<file path="src/rtl/slst_pkg.sv">
// ----------------------------------------------------------------------------
// slst_pkg
// Shared types and codes for the sortable LIFO stack.
// ----------------------------------------------------------------------------
package slst_pkg;

  localparam int unsigned VALUE_W = 32;
  localparam int unsigned COUNT_W = 8;

  localparam logic [1:0] ACT_PUSH = 2'd0;
  localparam logic [1:0] ACT_POP  = 2'd1;
  localparam logic [1:0] ACT_SORT = 2'd2;

  localparam logic [1:0] STAT_OK    = 2'd0;
  localparam logic [1:0] STAT_FULL  = 2'd1;
  localparam logic [1:0] STAT_EMPTY = 2'd2;

  localparam logic signed [VALUE_W-1:0] EMPTY_TOP = -32'sd1;

  typedef struct packed {
    logic [1:0]                action;
    logic signed [VALUE_W-1:0] value;
  } item_t;

  typedef struct packed {
    logic signed [VALUE_W-1:0] top_value;
    logic                      is_empty;
    logic [COUNT_W-1:0]        held_count;
    logic [1:0]                status;
  } result_t;

  // Per-cycle command broadcast to every cell
  typedef struct packed {
    logic push;
    logic pop;
    logic sort;
    logic phase;
  } cell_ctrl_t;

endpackage

</file>
<file path="src/rtl/slst_cell.sv">
// ----------------------------------------------------------------------------
// slst_cell
// One stack slot: shifts toward the bottom on push, toward the top on pop,
// and takes part in an odd-even transposition sort with its neighbors.
// ----------------------------------------------------------------------------
module slst_cell #(
  parameter int unsigned IDX   = 0,
  parameter int unsigned DEPTH = 128
) (
  input  logic                                   clk,
  input  slst_pkg::cell_ctrl_t                   ctrl,
  input  logic [$clog2(DEPTH+1)-1:0]             fill,
  input  logic signed [slst_pkg::VALUE_W-1:0]    up,
  input  logic signed [slst_pkg::VALUE_W-1:0]    dn,
  output logic signed [slst_pkg::VALUE_W-1:0]    val
);
  import slst_pkg::*;

  localparam int unsigned FW       = $clog2(DEPTH+1);
  localparam logic        LO_PAR   = ((IDX % 2) == 1);
  localparam logic        HI_PAR   = (((IDX + 1) % 2) == 1);
  localparam logic [FW:0] IDX_P1   = (FW+1)'(IDX + 1);
  localparam logic [FW:0] IDX_SELF = (FW+1)'(IDX);

  logic act_lo;
  logic act_hi;

  // Pair (IDX, IDX+1): this cell is the upper one, keeps the larger value.
  assign act_lo = (ctrl.phase == LO_PAR) && (IDX_P1 < {1'b0, fill});
  // Pair (IDX-1, IDX): this cell is the lower one, keeps the smaller value.
  assign act_hi = (IDX > 0) && (ctrl.phase == HI_PAR) && (IDX_SELF < {1'b0, fill});

  always_ff @(posedge clk) begin
    if (ctrl.push) begin
      val <= up;
    end else if (ctrl.pop) begin
      val <= dn;
    end else if (ctrl.sort) begin
      if (act_lo && (val < dn)) begin
        val <= dn;
      end else if (act_hi && (up < val)) begin
        val <= up;
      end
    end
  end

endmodule

</file>
<file path="config.mk">
export PLATFORM = sky130hd
export DESIGN_NAME = slst_cell
export DESIGN_NICKNAME = d
export VERILOG_FILES = /design/src/rtl/slst_pkg.sv /design/src/rtl/slst_cell.sv
export SDC_FILE = /design/constraint.sdc
export NUM_CORES = 1
export LEC_CHECK = 0
export BUFFER_PORTS_ARGS = -buffer_cell sky130_fd_sc_hd__clkbuf_2
export CORE_MARGIN = 10
export CORE_UTILIZATION = 30
export CTS_BUF_LIST = sky130_fd_sc_hd__clkbuf_4 sky130_fd_sc_hd__clkbuf_8
export CTS_CLUSTER_SIZE = 10
export DETAILED_ROUTE_END_ITERATION = 16
export PLACE_DENSITY_LB_ADDON = 0.1
export SLEW_MARGIN = 0
export SYNTH_ARGS = -nofsm -noshare
export SYNTH_HDL_FRONTEND = slang
export SYNTH_SLANG_ARGS = --single-unit
</file>
<file path="constraint.sdc">
create_clock -name clk -period 3.5 [get_ports clk]
set_input_delay 0.875 -clock clk [delete_from_list [all_inputs] [get_ports clk]]
set_output_delay 0.875 -clock clk [all_outputs]
set_load 0.005 [all_outputs]
</file>
# Yosys cells after proc, flatten, opt, wreduce, memory -nomap -nowiden
# Cells that the tools add are included.
classes:
  bitwise_logic: 1
  n_reduce_logical: 5
  muxes: 4
  magnitude_cmp: 2
ops:
  columns: ["op", "count"]
  rows:
  - ["$mux W32", 4]
  - ["$lt A32 B32 Y1", 1]
  - ["$lt A1 B8 Y1 const A", 1]
  - ["$reduce_bool A3 Y1", 2]
  - ["$logic_and A1 B1 Y1", 2]
  - ["$reduce_and A2 Y1", 1]
  - ["$not A1 Y1", 1]
word_totals:
  out_inout_bits: 32
  inputBits: 77
  regBits: 32
  elab_cells: 13

# Depth between registers and ports, before layout
# Gate-level depths: netlist of run 1.
depth:
  word_depth: 7
  depth_mapped: 8
  ltp_nobuf: 8

# Least setup slack after synthesis of run 1
# No wires, ideal clock.
synth_path:
  path_kind: "input -> register"
  startpoint: "in dn[30] (netlist bit)"
  endpoint: "reg val[0] (netlist bit), enable pin"
  path_slack_ns: -0.077
  n_path_buf: 0
  required_time_ns: 3.111
  stages: 8
  t_arrival_ns: 3.187
  setup_time_ns: 0.389
  path_cell_list: "inv_1 ha_1 a21oi_2 nand2_1 a221o_1 a211o_1 or4b_1 nand2_1"
synth_via:
  elab_chain_len: 4
synth_lines:
  columns: ["item", "line_no", "text"]
  rows:
  - ["start, declared", "slst_cell.sv:14", "input logic signed [slst_pkg::VALUE_W-1:0] dn,"]
  - ["$lt A32 B32 Y1", "slst_cell.sv:39", "if (act_lo && (val < dn)) begin"]
  - ["$logic_and A1 B1 Y1", "slst_cell.sv:39", null]
  - ["$reduce_bool A3 Y1 (no line)", null, null]
  - ["$reduce_and A2 Y1 (no line)", null, null]
  - ["end signal, assigned", "slst_cell.sv:37", "val <= dn;"]
  - ["end signal, assigned", "slst_cell.sv:40", "val <= dn;"]
  - ["end signal, assigned", "slst_cell.sv:42", "val <= up;"]
  - ["end, declared", "slst_cell.sv:15", "output logic signed [slst_pkg::VALUE_W-1:0] val"]
# Every way passes these cells.
# A chain may end at the register's enable or synchronous reset.

# Worst setup path in the final report of run 1
layout_path:
  startpoint: "in dn[31] (netlist bit)"
  endpoint: "reg val[16] (netlist bit), enable pin"
# Same word-level chain as after synthesis.

==> flow_summary.yaml, run 1 <==
setup_path:
  crit_type: "input port to flop"
  worstPathCellList: "clkbuf_2 -> inv_1 -> ha_1 -> nand4_1 -> nor2_1 -> a221o_1 -> a211o_1 -> or4b_1 -> nand2_2 -> buf_12"
  critical_path.max_stage_delay_ns: 0.54
  worst-path-buf-inv: 3
  setup.worst_path.start_class: "input port"
  critPathArrivalTime_ns: 3.01
  slowest_stage: "or4b_1"
  endpoint_kind: "flop"
  cp_max_fo: 19
  crit_family: "simple AND/OR/NAND/NOR gates"
  cp.required_ns: 3.49
floorplanning:
  io-pin-count: 109
  fp.dieW_microns: 104
  die_h_microns: 104
  core_sq_um: 6790
  design.die.area_sq_um: 10800
  start_util_pct: 31.0
  placementRows: 30
global_routing:
  antenna_found_initial: 0
  met1_usage_pct: 11.8
  grt-ovfl-total: 0
  grt_pass1_wl_microns: 9360
  busiest_layer: "met2"
  grt_max_degree: 39
  grt_pass1_vias: 2026
  grt.met3_usage_pct: 5.51
  track_usage_pct: 10.5
  grt_util_met2_pct: 17.3
synth:
  synth_adder_area_share_pct: 18.4
  synth_cell_type_count: 27
  muxShareOfSynthArea_pct: 0.535
  syn_inst: 221
  synth.net_count: 329
  syn-cell-area_sq_um: 2110
  synthXorXnorAreaFrac_pct: 0
  ys_seq_area_share_pct: 45.6
  synth_compound_gate_area_share_pct: 15.0
  synth_area_per_cell_sq_um: 9.53
  synth_seq_cells: 32
  yosys.area_share.simple_pct: 13.1
  ys_warn_count: 0
  synth_top_family_by_area: "adder cells"
clock_network:
  h-tree-depth: 2
  cts_buffers: 5
  post_cts_resize_count: 0
  cts_num_sinks: 32
  insertion_delay_ns: 0.28
  path_clk_slew_ns: 0.07
  cts_setup_buffers: 0
  tritoncts: "done"
  clockBufferDepth: 2
  root_buffer: "clkbuf_8"
  holdBufCountCts: 0
place:
  dp_hpwl_microns: 4940
  portBuffers: 107
  dp_cells: 420
  place.gp.congestion: 0.719
detailed_routing:
  routed_via_density: 4.49
  vias: 1919
  routed_wl_microns: 5810
  dr.pass1.iters: 4
  drt-initial-drc-count: 42
  wl_per_cell_microns: 13.6
  postRouteAntennaNets: 0
  drc_errors: 0
final_layout:
  fillers: 710
  final_cells: 427
  final_common_cell: "clkbuf_2"
  diodes: 0
  final_cell_mix: "clkbuf_2, nand2_1, o21ai_0"
  regMostFlops: "val"
  nets: 439
  syn2layout_area_growth_pct: 35.5
  drive_gt1_share_pct: 35.6
  top_regs: "val: 32 flops"
  largest_register_ffs: 32
  finalCoreUtilization_pct: 42.0
sta:
  period_share_pct: 86.4
  rsz0062_at_grt: "false"
  setup_viol: 0
  fin_skew_ns: 0.0102
  layout_min_cycle_time_ns: 3.02
  tns_ns: 0
  report.final.slew_viol_count: 0
  worst_slew_pin_slew_ns: 0.449
  fmax_ghz: 0.331
  slew_headroom_pct: 70.1
  hold_viol_final: 0
pwr:
  p_sw_uw: 280
  p_total_mw: 1.00
  switching_share_pct: 28.0
  p_comb_share_pct: 24.2
  peakVddDrop_mv: 0.124
  clkPwrFrac_pct: 26.6
  powerDensity_nw_per_um2: 351
  p_int_uw: 721
  leakage_nw: 1.46
  pwr-share-seq_pct: 49.1
flow_run:
  maxCapViolCount: 0
worst_hold_path:
  hold_path_class: "input port to flop"
run_status:
  status: "finished clean"
==> power groups by stage <==
stage / clock network (mW) / logic, mW / registers (mW)
after floorplan: 0 / 0.122 / 0.501
after global placement: 0 / 0.248 / 0.500
after detailed placement: 0 / 0.249 / 0.501
after CTS: 0.280 / 0.251 / 0.493
after global routing: 0.295 / 0.283 / 0.498
final: 0.267 / 0.243 / 0.492
==> tightest hold or removal path: cells and delay by family <==
family,cells,cell delay [ns]
buf+inv,1,0.07
compound gates,1,0.05
simple gates,1,0.03
==> cell type report <==
| type | instances | area, sq um | area share (%) |
|---|---|---|---|
| Multi-Input combinational cell | 150 | 993 | 34.8 |
| Sequential cell | 32 | 961 | 33.7 |
| Tap cell | 96 | 120 | 4.21 |
| Inverter | 32 | 120 | 4.21 |
| Clock inverter | 2 | 7.51 | 0.263 |
| Timing Repair Buffer | 110 | 583 | 20.4 |
| Clock buffer | 5 | 68.8 | 2.41 |
==> synth_stat cells, drive strengths merged <==
master   number  area share (%)
nand2        41             7.3
o21ai        38             9.0
edfxtp       32              46
inv          32             5.7
ha           31              18
a21oi        14             3.5
clkbuf        6             1.1
nand4         4             1.2
nor2          3            0.53
a2111oi       2            0.83
and4          2            0.83
nand3         2            0.48
nor3          2            0.48
a211o         1            0.42
a211oi        1            0.36
a21o          1            0.36
a221o         1            0.48
buf           1            0.53
mux2          1            0.53
nand2b        1            0.30
nand4b        1            0.42
nor4          1            0.30
nor4bb        1            0.48
or4           1            0.36
or4b          1            0.48
==> kinds of logic (layout without fill, tap and decap cells) <==
group                    count (synthesis)  after routing
AND/OR/NAND/NOR                         60             60
AO/OA/AOI/OAI                           58             58
buffers and inverters                   39            149
flip-flops                              32             32
adder cells (fa/ha/maj)                 31             31
multiplexers                             1              1
==> metal layers <==
layer / vias up / wire (microns)
li1: 1000 / -
met1: 848 / 2540
met2: 66 / 2670
met3: 5 / 552
met4: 0 / 53
met5: - / 0
==> worst paths after layout <==
check                         start                 to  slack, ns  cells past startpoint
setup / recovery             dn[31]  val[16]$_DFFE_PP_       0.48                     10
hold / removal               up[30]  val[30]$_DFFE_PP_       0.87                      3
setup reg to reg  val[31]$_DFFE_PP_  val[16]$_DFFE_PP_       0.78                      8
hold reg to reg   val[31]$_DFFE_PP_  val[15]$_DFFE_PP_       1.22                      6
==> per-stage QoR <==
stage | instance area [sq um] | hold WS [ns] | worst slack [ns]
3_5_place_dp | 2780 | 1.16 | 0.170
5_1_grt | 2850 | 0.864 | 0.347
2_1_floorplan | 2110 | 1.06 | 0.200
3_3_place_gp | 2780 | 1.15 | 0.181
6_report | 2850 | 0.866 | 0.476
4_1_cts | 2850 | 0.860 | 0.465
No activity file was read; power rests on OpenSTA's default activity.
==> inputs of run 2 (changes only) <==
--- a/config.mk
+++ b/config.mk
@@ -7,12 +7,11 @@
 export LEC_CHECK = 0
 export BUFFER_PORTS_ARGS = -buffer_cell sky130_fd_sc_hd__clkbuf_2
 export CORE_MARGIN = 10
-export CORE_UTILIZATION = 30
+export CORE_UTILIZATION = 42
 export CTS_BUF_LIST = sky130_fd_sc_hd__clkbuf_4 sky130_fd_sc_hd__clkbuf_8
 export CTS_CLUSTER_SIZE = 10
 export DETAILED_ROUTE_END_ITERATION = 16
 export PLACE_DENSITY_LB_ADDON = 0.1
-export SLEW_MARGIN = 0
 export SYNTH_ARGS = -nofsm -noshare
 export SYNTH_HDL_FRONTEND = slang
 export SYNTH_SLANG_ARGS = --single-unit
==> constraint.sdc (replaced) <==
create_clock -name clk -period 3.5 [get_ports clk]
set_input_delay 0.875 -clock clk [delete_from_list [all_inputs] [get_ports clk]]
set_output_delay 0.875 -clock clk [all_outputs]
set_load 0.1 [all_outputs]
==> flow_summary.yaml, run 2 (same netlist as run 1, synthesis figures left out) <==
setup_path:
  critPathArrivalTime_ns: 3.09
  cp.required_ns: 3.50
  worstPathCellList: "clkbuf_2 -> inv_1 -> ha_1 -> a21oi_1 -> o21ai_1 -> a221o_1 -> a211o_1 -> or4b_1 -> nand2_2 -> buf_4"
  r2r-start: "val[21]$_DFFE_PP_"
  reg2regPathDepth: 8
  crit_start: "dn[21]"
  endpoint_kind: "flop"
  critical_path.max_stage_delay_ns: 0.54
  r2r_slack_ns: 0.71
  r2r_end: "val[31]$_DFFE_PP_"
  setup.worst_path.start_class: "input port"
  cp_max_fo: 8
  crit_type: "input port to flop"
  slowest_stage: "or4b_1"
clock_network:
  post_cts_resize_count: 0
  holdBufCountCts: 0
  cts_num_sinks: 32
  cts_buffers: 5
  cts_setup_buffers: 0
  tritoncts: "done"
  clockBufferDepth: 2
  h-tree-depth: 2
  insertion_delay_ns: 0.28
  path_clk_slew_ns: 0.07
  root_buffer: "clkbuf_8"
detailed_routing:
  vias: 1897
  drt-initial-drc-count: 98
  drc_errors: 0
  postRouteAntennaNets: 0
  dr.pass1.iters: 4
  wl_per_cell_microns: 13.9
  routed_wl_microns: 5570
  routed_via_density: 4.72
final_layout:
  regMostFlops: "val"
  final_common_cell: "clkbuf_2"
  final_cell_mix: "clkbuf_2, nand2_1, o21ai_0"
  syn2layout_area_growth_pct: 34.8
  final_cells: 402
  drive_gt1_share_pct: 36.7
  diodes: 0
  design_area_sq_um: 2840
  largest_register_ffs: 32
  top_regs: "val: 32 flops"
  nets: 442
sta:
  hold_viol_final: 0
  worst_slew_pin_slew_ns: 0.564
  tns_ns: 0
  period_share_pct: 88.5
  setup_viol: 0
  rsz0062_at_grt: "false"
  report.final.slew_viol_count: 0
  fin_skew_ns: 0.00602
  layout_min_cycle_time_ns: 3.10
  fmax_ghz: 0.323
  slew_headroom_pct: 62.5
floorplanning:
  start_util_pct: 44.0
  io-pin-count: 109
  core_sq_um: 4790
  fp.dieW_microns: 90.8
  design.die.area_sq_um: 8250
  die_h_microns: 90.8
  placementRows: 25
run_status:
  status: "finished clean"
place:
  dp_cells: 394
  portBuffers: 107
  dp_hpwl_microns: 4720
  place_area_sq_um: 2750
  place.gp.congestion: 0.739
pwr:
  pwr-share-seq_pct: 37.9
  p_comb_share_pct: 39.7
  peakVddDrop_mv: 0.191
  powerDensity_nw_per_um2: 456
  leakage_nw: 1.48
  p_sw_uw: 550
  p_int_uw: 744
  clkPwrFrac_pct: 22.4
  switching_share_pct: 42.5
global_routing:
  grt_pass1_vias: 2052
  grt_pass1_wl_microns: 9520
  grt_max_degree: 39
  grt-ovfl-total: 0
  antenna_found_initial: 0
  track_usage_pct: 14.0
worst_hold_path:
  min_to: "val[30]$_DFFE_PP_"
  hold_path_class: "input port to flop"
  holdCritStartpoint: "up[30]"
  hold_depth: 3
flow_run:
  maxCapViolCount: 0
## run 2: cell types whose count changed in the layout (fill, tap and decap cells not counted)
cell / change
buf_12: -1
buf_4: +4
clkinv_1: -1
clkbuf_4: +2
## run 2: metal layers
metal | wire length [microns] | track usage [%]
met5 | 0 | 0
met1 | 2320 | 15.5
met3 | 608 | 7.07
met2 | 2590 | 23.1
met4 | 50 | 3.92
## run 2: through the flow
step                setup slack [ns]  utilization, %  hold slack, ns  power (mW)
floorplan                     0.0902               -            1.06       0.895
CTS                            0.381            59.3           0.860        1.31
global route                   0.272            59.3           0.877        1.37
global placement               0.123            57.5            1.15        1.01
finish                         0.402            59.3           0.865        1.29
detailed placement            0.0883            57.5            1.16        1.02
## run 2: cell type report
type | count | area, sq um
sequential | 32 | 961
clock inverter | 1 | 3.75
inverter | 32 | 120
multi-input combinational | 150 | 993
tap | 67 | 83.8
clock buffer | 7 | 83.8
fill | 459 | 1950
timing repair buffer | 113 | 593
## run 2: worst max path at each step
stage / end / slack (ns) / cells past startpoint
floorplan: val[0]$_DFFE_PP_ / 0.09 / 7
global placement: val[22]$_DFFE_PP_ / 0.12 / 10
detailed placement: val[22]$_DFFE_PP_ / 0.09 / 10
CTS: val[31]$_DFFE_PP_ / 0.38 / 10
global route: val[20]$_DFFE_PP_ / 0.27 / 10
finish: val[31]$_DFFE_PP_ / 0.40 / 10
## run 2: worst max-delay path, delay by kind of cell
family | cells | cell delay (ns)
fa+ha+maj | 1 | 0.30
compound gates | 4 | 0.83
buf+inv | 3 | 0.33
simple gates | 2 | 0.76
## run 2: power by group through the flow
stage | logic, mW | clock network [mW] | registers, mW
6_report | 0.514 | 0.290 | 0.491
4_1_cts | 0.520 | 0.296 | 0.492
2_1_floorplan | 0.122 | 0 | 0.773
3_5_place_dp | 0.519 | 0 | 0.500
3_3_place_gp | 0.515 | 0 | 0.497
5_1_grt | 0.558 | 0.314 | 0.497
==> inputs of run 3 (changes only) <==
--- a/config.mk
+++ b/config.mk
@@ -5,9 +5,10 @@
 export SDC_FILE = /design/constraint.sdc
 export NUM_CORES = 1
 export LEC_CHECK = 0
+export ABC_AREA = 1
 export BUFFER_PORTS_ARGS = -buffer_cell sky130_fd_sc_hd__clkbuf_2
 export CORE_MARGIN = 10
-export CORE_UTILIZATION = 42
+export CORE_UTILIZATION = 43
 export CTS_BUF_LIST = sky130_fd_sc_hd__clkbuf_4 sky130_fd_sc_hd__clkbuf_8
 export CTS_CLUSTER_SIZE = 10
 export DETAILED_ROUTE_END_ITERATION = 16
==> flow_summary.yaml, run 3 <==
run_status:
  status: "finished clean"
final_layout:
  top_regs: "val: 32 flops"
  nets: 463
  syn2layout_area_growth_pct: 32.5
  regMostFlops: "val"
  largest_register_ffs: 32
  final_common_cell: "clkbuf_2"
  design_area_sq_um: 2860
  drive_gt1_share_pct: 36.2
  diodes: 0
  final_cell_mix: "clkbuf_2, nand2_1, inv_1"
detailed_routing:
  dr.pass1.iters: 4
  routed_via_density: 4.59
  postRouteAntennaNets: 0
  drc_errors: 0
  vias: 1943
  drt-initial-drc-count: 64
  wl_per_cell_microns: 13.2
  routed_wl_microns: 5590
clock_network:
  root_buffer: "clkbuf_8"
  cts_setup_buffers: 0
  cts_num_sinks: 32
  h-tree-depth: 2
  holdBufCountCts: 0
  path_clk_slew_ns: 0.07
  post_cts_resize_count: 0
  insertion_delay_ns: 0.28
  clockBufferDepth: 2
  cts_buffers: 5
  tritoncts: "done"
synth:
  synth_flop_cell: "edfxtp_1"
  ys_warn_count: 0
  synth.most_common_cell: "nand2_1"
  yosys.area.top_type: "edfxtp_1"
  synth.net_count: 353
  synth_top_cell_area_share_pct: 44.5
  ys_seq_area_share_pct: 44.5
  synth_area_leaders: "edfxtp_1, ha_1, nand2_1"
  syn-cell-area_sq_um: 2160
  synth_seq_cells: 32
  synth_area_per_cell_sq_um: 8.80
  yosys-top-cells-count: "nand2_1, inv_1, o21ai_0"
  syn_inst: 245
  synth_cell_type_count: 22
  async_flop_share_pct: 0
  synth_edf_count: 32
global_routing:
  grt_pass1_wl_microns: 9120
  antenna_found_initial: 0
  grt_max_degree: 64
  grt_pass1_vias: 2021
  grt-ovfl-total: 0
  track_usage_pct: 13.5
sta:
  slew_headroom_pct: 62.8
  tns_ns: 0
  layout_min_cycle_time_ns: 2.67
  worst_slew_pin_slew_ns: 0.560
  fin_skew_ns: 0.00395
  hold_viol_final: 0
  fmax_ghz: 0.375
  report.final.slew_viol_count: 0
  setup_viol: 0
  rsz0062_at_grt: "false"
  period_share_pct: 76.3
floorplanning:
  core_sq_um: 4790
  design.die.area_sq_um: 8250
  fp.dieW_microns: 90.8
  start_util_pct: 45.1
  die_h_microns: 90.8
  io-pin-count: 109
  placementRows: 25
worst_hold_path:
  hold_path_class: "input port to flop"
setup_path:
  cp_max_fo: 13
  path_common_cell: "nand2_1"
  crit_type: "input port to flop"
  critical_path.max_stage_delay_ns: 0.32
  crit_family: "simple AND/OR/NAND/NOR gates"
  slowest_stage: "nand2_1"
  critPathArrivalTime_ns: 2.65
  endpoint_kind: "flop"
  worstPathCellList: "clkbuf_2 -> inv_1 -> ha_1 -> a21oi_2 -> nor2_1 -> nor3_2 -> nand2_1 -> nand2_1 -> nand2_1 -> nand2_1 -> nand2_1 -> nand2_1 -> nand3_1 -> nand2_1 -> buf_4"
  cp.required_ns: 3.48
  worst-path-buf-inv: 3
  setup.worst_path.start_class: "input port"
pwr:
  peakVddDrop_mv: 0.246
  powerDensity_nw_per_um2: 453
  leakage_nw: 1.56
place:
  dp_hpwl_microns: 4730
  place.gp.congestion: 0.767
  place_area_sq_um: 2770
  portBuffers: 107
flow_run:
  maxCapViolCount: 0
-- run 3: per-layer routing --
| layer | wire length, microns | global-route usage (%) | part of all wire, % |
|---|---|---|---|
| met4 | 58 | 4.31 | 1.0 |
| met5 | 0 | 0 | 0 |
| met3 | 549 | 6.57 | 9.8 |
| met1 | 2320 | 14.4 | 41 |
| met2 | 2670 | 22.8 | 48 |
-- run 3: where the power goes --
group / switching [mW] / internal, mW
sequential: 0.0199 / 0.469
combinational: 0.400 / 0.120
clock: 0.132 / 0.154
total: 0.552 / 0.743
-- run 3: path summary, 6_finish.rpt --
kind                                   startpoint           endpoint  slack (ns)  cells after the start
worst max register to register  val[19]$_DFFE_PP_  val[15]$_DFFE_PP_        1.16                     11
worst min-delay path                        up[2]   val[2]$_DFFE_PP_        0.87                      3
worst min register to register  val[31]$_DFFE_PP_   val[8]$_DFFE_PP_        1.18                      4
worst max-delay path                        dn[5]  val[15]$_DFFE_PP_        0.83                     15
-- run 3: logic make-up after synthesis --
kind of cell | after synthesis | synth area share, %
simple gates | 81 | 15.4
fa+ha+maj | 31 | 18.0
mux | 1 | 0.522
buf+inv | 48 | 8.47
compound gates | 52 | 13.1
flops | 32 | 44.5
-- run 3: worst min-delay path: cells and delay by family --
family / cells / cell delay (ns)
buffers and inverters: 1 / 0.07
AO/OA/AOI/OAI: 1 / 0.05
AND/OR/NAND/NOR: 1 / 0.04
-- run 3: through the flow --
step	hold slack [ns]	cells	setup slack [ns]	total power, mW	utilization (%)
after floorplan	1.06	245	0.459	0.906	-
after global placement	1.15	415	0.523	1.02	57.9
after detailed placement	1.16	415	0.500	1.02	57.9
after CTS	0.864	423	0.795	1.31	59.7
after global routing	0.872	423	0.593	1.37	59.7
final	0.871	423	0.831	1.29	59.7
-- run 3: final cells by class --
| class | instances | area, sq um |
|---|---|---|
| Clock inverter | 1 | 3.75 |
| Sequential cell | 32 | 961 |
| Clock buffer | 7 | 83.8 |
| Inverter | 41 | 154 |
| Tap cell | 67 | 83.8 |
| Fill cell | 470 | 1930 |
| Multi-Input combinational cell | 165 | 1010 |
| Timing Repair Buffer | 110 | 558 |
